`config.mk`:
```
export PLATFORM = sky130hd
export DESIGN_NAME = dual_incremental_pi_speed_control
export DESIGN_NICKNAME = d
export VERILOG_FILES = /design/src/rtl/dipsc_pkg.sv /design/src/rtl/dual_incremental_pi_speed_control.sv
export SDC_FILE = /design/constraint.sdc
export NUM_CORES = 2
export LEC_CHECK = 0
export ABC_CLOCK_PERIOD_IN_PS = 16000
export BUFFER_PORTS_ARGS = -buffer_cell sky130_fd_sc_hd__buf_2
export CAP_MARGIN = 15
export CORE_UTILIZATION = 50
export DETAILED_ROUTE_END_ITERATION = 6
export GPL_TIMING_DRIVEN = 0
export PLACE_DENSITY = 0.66
export SYNTH_ARGS = -nofsm -noshare
export SYNTH_HDL_FRONTEND = slang
export SYNTH_SLANG_ARGS = --single-unit
```
`constraint.sdc`:
```
create_clock -name aclk -period 16 [get_ports aclk]
set_input_delay 1.6 -clock aclk [delete_from_list [all_inputs] [get_ports aclk]]
set_output_delay 1.6 -clock aclk [all_outputs]
set_load 0.005 [all_outputs]
```
`src/rtl/dipsc_pkg.sv`:
```
// Shared widths, register indexes and reset values for the dual incremental PI
// speed controller. No dependencies.
`default_nettype none

package dipsc_pkg;

    localparam int SAMPLE_WIDTH       = 16;
    localparam int GAIN_FRACTION_BITS = 14;
    localparam int GAIN_WIDTH         = 16;

    localparam int ERR_WIDTH   = SAMPLE_WIDTH + 1;
    localparam int LIMIT_WIDTH = SAMPLE_WIDTH - 1;
    localparam int PROD_WIDTH  = ERR_WIDTH + GAIN_WIDTH;
    localparam int FB_WIDTH    = SAMPLE_WIDTH + GAIN_FRACTION_BITS;
    localparam int ACC_WIDTH   = ((PROD_WIDTH > FB_WIDTH) ? PROD_WIDTH : FB_WIDTH) + 2;
    localparam int SHIFT_WIDTH = ACC_WIDTH - GAIN_FRACTION_BITS;

    localparam int CFG_INDEX_WIDTH = 3;
    localparam int CFG_DATA_WIDTH  = (GAIN_WIDTH > SAMPLE_WIDTH) ? GAIN_WIDTH : SAMPLE_WIDTH;

    localparam int IN_FIELDS_WIDTH  = 1 + 2 * SAMPLE_WIDTH;
    localparam int IN_DATA_WIDTH    = ((IN_FIELDS_WIDTH + 7) / 8) * 8;
    localparam int OUT_FIELDS_WIDTH = 2 * SAMPLE_WIDTH + 2 * ERR_WIDTH;
    localparam int OUT_DATA_WIDTH   = ((OUT_FIELDS_WIDTH + 7) / 8) * 8;

    localparam logic [CFG_INDEX_WIDTH-1:0] REG_REFERENCE_SPEED = 3'd0;
    localparam logic [CFG_INDEX_WIDTH-1:0] REG_VOLTAGE_LIMIT   = 3'd1;
    localparam logic [CFG_INDEX_WIDTH-1:0] REG_GAIN_NOW_A      = 3'd2;
    localparam logic [CFG_INDEX_WIDTH-1:0] REG_GAIN_PREV_A     = 3'd3;
    localparam logic [CFG_INDEX_WIDTH-1:0] REG_GAIN_NOW_B      = 3'd4;
    localparam logic [CFG_INDEX_WIDTH-1:0] REG_GAIN_PREV_B     = 3'd5;

    localparam logic signed [SAMPLE_WIDTH-1:0] RESET_REFERENCE_SPEED = 16'sd2560;
    localparam logic        [LIMIT_WIDTH-1:0]  RESET_VOLTAGE_LIMIT   = 15'd3072;
    localparam logic signed [GAIN_WIDTH-1:0]   RESET_GAIN_NOW_A      = 16'sd10476;
    localparam logic signed [GAIN_WIDTH-1:0]   RESET_GAIN_PREV_A     = -16'sd9667;
    localparam logic signed [GAIN_WIDTH-1:0]   RESET_GAIN_NOW_B      = 16'sd10210;
    localparam logic signed [GAIN_WIDTH-1:0]   RESET_GAIN_PREV_B     = -16'sd9421;

endpackage

`default_nettype wire

```
`src/rtl/dual_incremental_pi_speed_control.sv`:
```
// Top level of the dual incremental PI speed controller: input stage, per-wheel
// velocity-form PI update with clamp, result register. Depends on dipsc_pkg.
`default_nettype none

// Takes one beat per clock while m_tready is high and returns one result beat per
// input beat via the input register and then the result register. Each wheel computes
// e = reference - speed and u = floor((g_now*e + g_prev*e_prev + (u_prev << 14)) / 2^14),
// clamped to +/- voltage_limit, combinationally between the input register and
// the result register; the stored error and drive feed the next beat. A beat
// with enable low outputs zero drives, still reports the errors, and clears the
// stored state. Write configuration only while no beat is in flight.
module dual_incremental_pi_speed_control
    import dipsc_pkg::*;
(
    input  wire                        aclk,
    input  wire                        aresetn,
    input  wire                        cfg_wr_en,
    input  wire [CFG_INDEX_WIDTH-1:0]  cfg_index,
    input  wire [CFG_DATA_WIDTH-1:0]   cfg_wr_data,
    input  wire                        s_tvalid,
    output logic                       s_tready,
    // enable, speed_a, speed_b, zero fill
    input  wire [IN_DATA_WIDTH-1:0]    s_tdata,
    output logic                       m_tvalid,
    input  wire                        m_tready,
    // drive_a, drive_b, error_a, error_b, zero fill
    output logic [OUT_DATA_WIDTH-1:0]  m_tdata
);

    logic signed [SAMPLE_WIDTH-1:0] reference_speed_reg;
    logic        [LIMIT_WIDTH-1:0]  voltage_limit_reg;
    logic signed [GAIN_WIDTH-1:0]   gain_now_a_reg, gain_prev_a_reg;
    logic signed [GAIN_WIDTH-1:0]   gain_now_b_reg, gain_prev_b_reg;

    logic signed [ERR_WIDTH-1:0]    last_error_a_reg, last_error_b_reg;
    logic signed [SAMPLE_WIDTH-1:0] last_drive_a_reg, last_drive_b_reg;

    logic                           in_valid_reg;
    logic                           enable_reg;
    logic signed [SAMPLE_WIDTH-1:0] speed_a_reg, speed_b_reg;

    logic                           out_open;
    logic                           advance;
    logic signed [ERR_WIDTH-1:0]    error_a, error_b;
    logic signed [SAMPLE_WIDTH-1:0] drive_a, drive_b;
    logic signed [SAMPLE_WIDTH-1:0] drive_a_next, drive_b_next;
    logic [OUT_FIELDS_WIDTH-1:0]    out_fields;

    function automatic logic signed [SAMPLE_WIDTH-1:0] pi_update(
        input logic signed [ERR_WIDTH-1:0]    e,
        input logic signed [GAIN_WIDTH-1:0]   g_now,
        input logic signed [GAIN_WIDTH-1:0]   g_prev,
        input logic signed [ERR_WIDTH-1:0]    e_prev,
        input logic signed [SAMPLE_WIDTH-1:0] u_prev,
        input logic        [LIMIT_WIDTH-1:0]  limit
    );
        logic signed [PROD_WIDTH-1:0]  p_now;
        logic signed [PROD_WIDTH-1:0]  p_prev;
        logic signed [ACC_WIDTH-1:0]   acc;
        logic signed [SHIFT_WIDTH-1:0] u;
        logic signed [SHIFT_WIDTH-1:0] hi;
        logic signed [SHIFT_WIDTH-1:0] lo;
        p_now  = PROD_WIDTH'(e) * PROD_WIDTH'(g_now);
        p_prev = PROD_WIDTH'(e_prev) * PROD_WIDTH'(g_prev);
        acc    = ACC_WIDTH'(p_now) + ACC_WIDTH'(p_prev)
               + (ACC_WIDTH'(u_prev) <<< GAIN_FRACTION_BITS);
        u      = acc[ACC_WIDTH-1:GAIN_FRACTION_BITS];
        hi     = $signed({{(SHIFT_WIDTH-LIMIT_WIDTH){1'b0}}, limit});
        lo     = -hi;
        if (u > hi) begin
            u = hi;
        end else if (u < lo) begin
            u = lo;
        end
        return u[SAMPLE_WIDTH-1:0];
    endfunction

    assign out_open = !m_tvalid || m_tready;
    assign advance  = in_valid_reg && out_open;
    assign s_tready = !in_valid_reg || out_open;

    assign error_a = ERR_WIDTH'(reference_speed_reg) - ERR_WIDTH'(speed_a_reg);
    assign error_b = ERR_WIDTH'(reference_speed_reg) - ERR_WIDTH'(speed_b_reg);

    assign drive_a_next = pi_update(error_a, gain_now_a_reg, gain_prev_a_reg,
                                    last_error_a_reg, last_drive_a_reg, voltage_limit_reg);
    assign drive_b_next = pi_update(error_b, gain_now_b_reg, gain_prev_b_reg,
                                    last_error_b_reg, last_drive_b_reg, voltage_limit_reg);

    assign drive_a = enable_reg ? drive_a_next : '0;
    assign drive_b = enable_reg ? drive_b_next : '0;

    assign out_fields = {error_b, error_a, drive_b, drive_a};

    always_ff @(posedge aclk) begin
        if (!aresetn) begin
            reference_speed_reg <= RESET_REFERENCE_SPEED;
            voltage_limit_reg   <= RESET_VOLTAGE_LIMIT;
            gain_now_a_reg      <= RESET_GAIN_NOW_A;
            gain_prev_a_reg     <= RESET_GAIN_PREV_A;
            gain_now_b_reg      <= RESET_GAIN_NOW_B;
            gain_prev_b_reg     <= RESET_GAIN_PREV_B;
        end else if (cfg_wr_en) begin
            case (cfg_index)
                REG_REFERENCE_SPEED: reference_speed_reg <= cfg_wr_data[SAMPLE_WIDTH-1:0];
                REG_VOLTAGE_LIMIT:   voltage_limit_reg   <= cfg_wr_data[LIMIT_WIDTH-1:0];
                REG_GAIN_NOW_A:      gain_now_a_reg      <= cfg_wr_data[GAIN_WIDTH-1:0];
                REG_GAIN_PREV_A:     gain_prev_a_reg     <= cfg_wr_data[GAIN_WIDTH-1:0];
                REG_GAIN_NOW_B:      gain_now_b_reg      <= cfg_wr_data[GAIN_WIDTH-1:0];
                REG_GAIN_PREV_B:     gain_prev_b_reg     <= cfg_wr_data[GAIN_WIDTH-1:0];
                default: ;
            endcase
        end
    end

    always_ff @(posedge aclk) begin
        if (!aresetn) begin
            in_valid_reg <= 1'b0;
        end else if (s_tready) begin
            in_valid_reg <= s_tvalid;
        end
    end

    always_ff @(posedge aclk) begin
        if (s_tvalid && s_tready) begin
            enable_reg  <= s_tdata[0];
            speed_a_reg <= s_tdata[SAMPLE_WIDTH:1];
            speed_b_reg <= s_tdata[2*SAMPLE_WIDTH:SAMPLE_WIDTH+1];
        end
    end

    // hold state on a disabled beat at zero
    always_ff @(posedge aclk) begin
        if (!aresetn) begin
            last_error_a_reg <= '0;
            last_error_b_reg <= '0;
            last_drive_a_reg <= '0;
            last_drive_b_reg <= '0;
        end else if (advance) begin
            last_error_a_reg <= enable_reg ? error_a : '0;
            last_error_b_reg <= enable_reg ? error_b : '0;
            last_drive_a_reg <= drive_a;
            last_drive_b_reg <= drive_b;
        end
    end

    always_ff @(posedge aclk) begin
        if (!aresetn) begin
            m_tvalid <= 1'b0;
        end else if (out_open) begin
            m_tvalid <= in_valid_reg;
        end
    end

    always_ff @(posedge aclk) begin
        if (advance) begin
            m_tdata <= OUT_DATA_WIDTH'(out_fields);
        end
    end

endmodule

`default_nettype wire

```
==> results <==
- On the worst path, the slowest cell contributes a delay of 1000 ps.
- The detailed placer's ending HPWL is 156,000 um.
- The buffer count from post-CTS setup fixing is 0.
- The largest total area in the synthesized netlist belongs to sky130_fd_sc_hd__fa_1.
- The post-synthesis async set-or-reset flop share is 0%.
- The required time reported for the critical path endpoint is 16,340 ps.
- The sequential cell area is 0.00624 mm^2.
- The first-pass GRT wire length is 287,000 um.
- The number of instances in the placed design is 7,810.
- The master of the slowest instance on the critical path is sky130_fd_sc_hd__o41ai_2.
- For this run, the number of standard cells in the final layout without fillers is 7,872.
- After synthesis, the most frequently instantiated cells are sky130_fd_sc_hd__inv_1 (1,549), sky130_fd_sc_hd__fa_1 (1,290), sky130_fd_sc_hd__nand2_1 (705).
- The flow ran to the end, but the final reports show violations.
- The number of antenna violations at the first check in global routing was 12.
- Yosys mapped a number of flops with a built-in enable equal to 99.
- The area occupied by multi-input gates is 0.0449 mm^2.
- The detail-routed net length per standard cell is 23.8 um.
- In this run the deepest clock path goes through 3 buffers.
- Buffers inserted during clock tree synthesis total 29.
- At the end of the flow, the number of nets in the layout was 8,094.
- The filler cells instantiated in the layout total 10,600.
- The floorplan step set the die width to 342 um.
- The number of global-route vias before repair is 45,900.
- In this run, post-CTS repair resized a total of 0 instances.
- Of the cells placed in the final design, the portion with a size suffix greater than 1 is 4.11%.
- After synthesis, the cell types taking the most area are sky130_fd_sc_hd__fa_1 (45%), sky130_fd_sc_hd__inv_1 (10%), sky130_fd_sc_hd__ha_1 (8.9%).
- Global routing used 33.4% of the available tracks across all layers.
- STA classifies the critical path startpoint as a flop.
- The count of maximum capacitance violations is 0.
- Synthesis produced a netlist whose cell count is 6,157.
- Using the TritonRoute via totals, the vias-per-cell ratio works out to 5.52.
- The CTS sink count is 262.
- The total negative setup slack is 0 ps.
- The number of distinct library cells after synthesis is 87.
- Setup violations remaining at the end of the flow were counted as 0.
- The congestion estimate from routability-driven global placement came to 1.03.
- The detailed-route wire length is 187,000 um.
- The total count of hold-check failures in the final report is 0.
- The part of the Yosys area used for sequential elements is 10.8%.
- The initial utilization of the core area, before any placement, comes to 50.5%.
- Row generation in the floorplan step produced 124 rows.
- The number of antenna-violating nets in the routed design is 0.
- The type of element capturing the critical path is a flop.
- The height of the die is 342 um.
- In this run the tightest slew margin relative to its limit is 21.1%.
- After detailed placement, the total cell area comes to 0.0606 mm^2.
- CTS built an H-tree with a depth of 1.
- The number of buffer cells added on primary ports is 121.
- Before antenna repair, the detailed router went through 7 iterations.
- In this run, the number of DRC markers left after iteration 0 of detailed routing was 3,667.
- Relative to the synthesized area, the layout overhead comes to 6.65%.
- The final worst clock skew is 35.8 ps.
- The post-route cell area is 0.0616 mm^2.
- The number of hold-repair buffers added at the cts stage is 0.
- The post-route clock period utilization is 96.8%.
- The floorplan step defined a die boundary enclosing 0.117 mm^2.
- After synthesis, the mean cell area works out to 9.38 um^2.
- The startpoint of the most critical setup path is reference_speed_reg[0]$_SDFFE_PN0P_.
- Entering global routing, the biggest net connects 59 pins.
- The leftover overflow at the end of global routing is 0.
- For the pin with the worst max-slew slack, the measured transition is 1180 ps.
- At the later pin of the worst-skew pair, clock insertion delay measures 650 ps.
- The checks that failed: design-rule violations.
- Summing over every cut layer, the via total after detailed routing is 43,400.
- TritonCTS built the clock tree.
- The number of synthesis warnings is 0.
- Clock tree synthesis selected as its root buffer the cell sky130_fd_sc_hd__clkbuf_16.
- The main flop type after synthesis is sky130_fd_sc_hd__dfxtp_1.
- Of the post-synthesis cell area, the dominant cell type holds 44.7%.
- The synthesized netlist occupies a cell area of 0.0577 mm^2.
- The area of the core is 0.114 mm^2.
- The start of the worst register-to-register path is reference_speed_reg[0]$_SDFFE_PN0P_.
- The post-layout minimum cycle time is 15,490 ps.
- The hold path startpoint is last_drive_b_reg[3]$_SDFFE_PN0P_.
- The tightest min-delay check is of the reg -> reg type.
- The number of placed I/O pins is 138.
- The data arrival at the endpoint of the critical path is 15,820 ps.
- The highest net fanout along the worst path is 11.
- The CTS clock-pin slew for the worst setup and hold paths is 70 ps.
- The final count of pins violating max slew is 0.
- The cell that appears most often on the critical path is sky130_fd_sc_hd__fa_1.
- In the routed design, unresolved DRC markers number 3.
- The maximum achievable frequency is 64.6 MHz.
- Synthesis inferred 262 register bits.
- The number of flip-flops in the largest register is 66.
- The worst setup path category is reg -> reg.
- The most common cell in the synthesized netlist is sky130_fd_sc_hd__inv_1.
critical path: cells and delay by family, from the launching register on:
kind / cells / cell delay (ps)
adders and majority gates: 12 / 5130
and+or+nand+nor: 7 / 2470
buffers and inverters: 11 / 2540
AOI/OAI and AO/OA: 13 / 4530
muxes: 1 / 140
DFF: 1 / 310
stage by stage:
step	util, %	hold slack, ps	setup WS (ps)
after floorplan	-	425	4290
after global placement	52.7	438	645
after detailed placement	53.0	443	783
after CTS	53.8	460	716
after global routing	53.8	482	-7.23
final	53.8	463	514
layer usage:
layer  part of all wire [%]  vias to the layer above  track usage (%)
met5                  0.026                        -                0
met4                    4.3                        6             11.8
met3                     11                      392             8.27
met2                     43                     2174             50.1
met1                     41                    22100             47.0
li1                       -                    18700                -
path summary, 6_finish.rpt:
check,end,cells past startpoint,slack (ps)
setup / recovery,m_tdata[2]$_DFFE_PP_,44,510
hold / removal,last_drive_b_reg[3]$_SDFFE_PN0P_,2,460
setup reg to reg,m_tdata[2]$_DFFE_PP_,44,510
hold reg to reg,last_drive_b_reg[3]$_SDFFE_PN0P_,2,460
kinds of logic (layout without fill, tap and decap cells):
group / count (synthesis) / after routing / share of synthesized area (%)
flip-flops: 262 / 262 / 10.8
AND/OR/NAND/NOR: 1754 / 1754 / 15.4
AO/OA/AOI/OAI: 499 / 499 / 6.12
XOR/XNOR: 115 / 115 / 1.74
buffers and inverters: 1800 / 1992 / 11.8
adder cells (fa/ha/maj): 1699 / 1699 / 53.6
other: 1 / 12 / 0.00650
multiplexers: 27 / 27 / 0.494
cell type report:
type	count	area share [%]
multi-input cells	4100	72.8
flip-flops and latches	262	10.1
inverters	1552	9.47
well taps	1512	3.07
plain buffers	248	1.60
repair buffers	138	1.33
clock buffers	35	1.23
clock inverters	19	0.301
diodes	6	0.0244
layout by cell type, fill, tap and decap left out, drive strengths merged, types with 81 or more instances in the layout:
cell	n
xnor2	96
and2	552
dfxtp	163
ha	409
fa	1290
buf	151
nand3	81
edfxtp	99
a21oi	105
inv	1555
nor2	82
nor2b	90
clkbuf	270
nand2	705
Power is left out: the tool's default activity adds up to more than one toggle a clock period on the data nets, which glitch-free logic cannot reach.
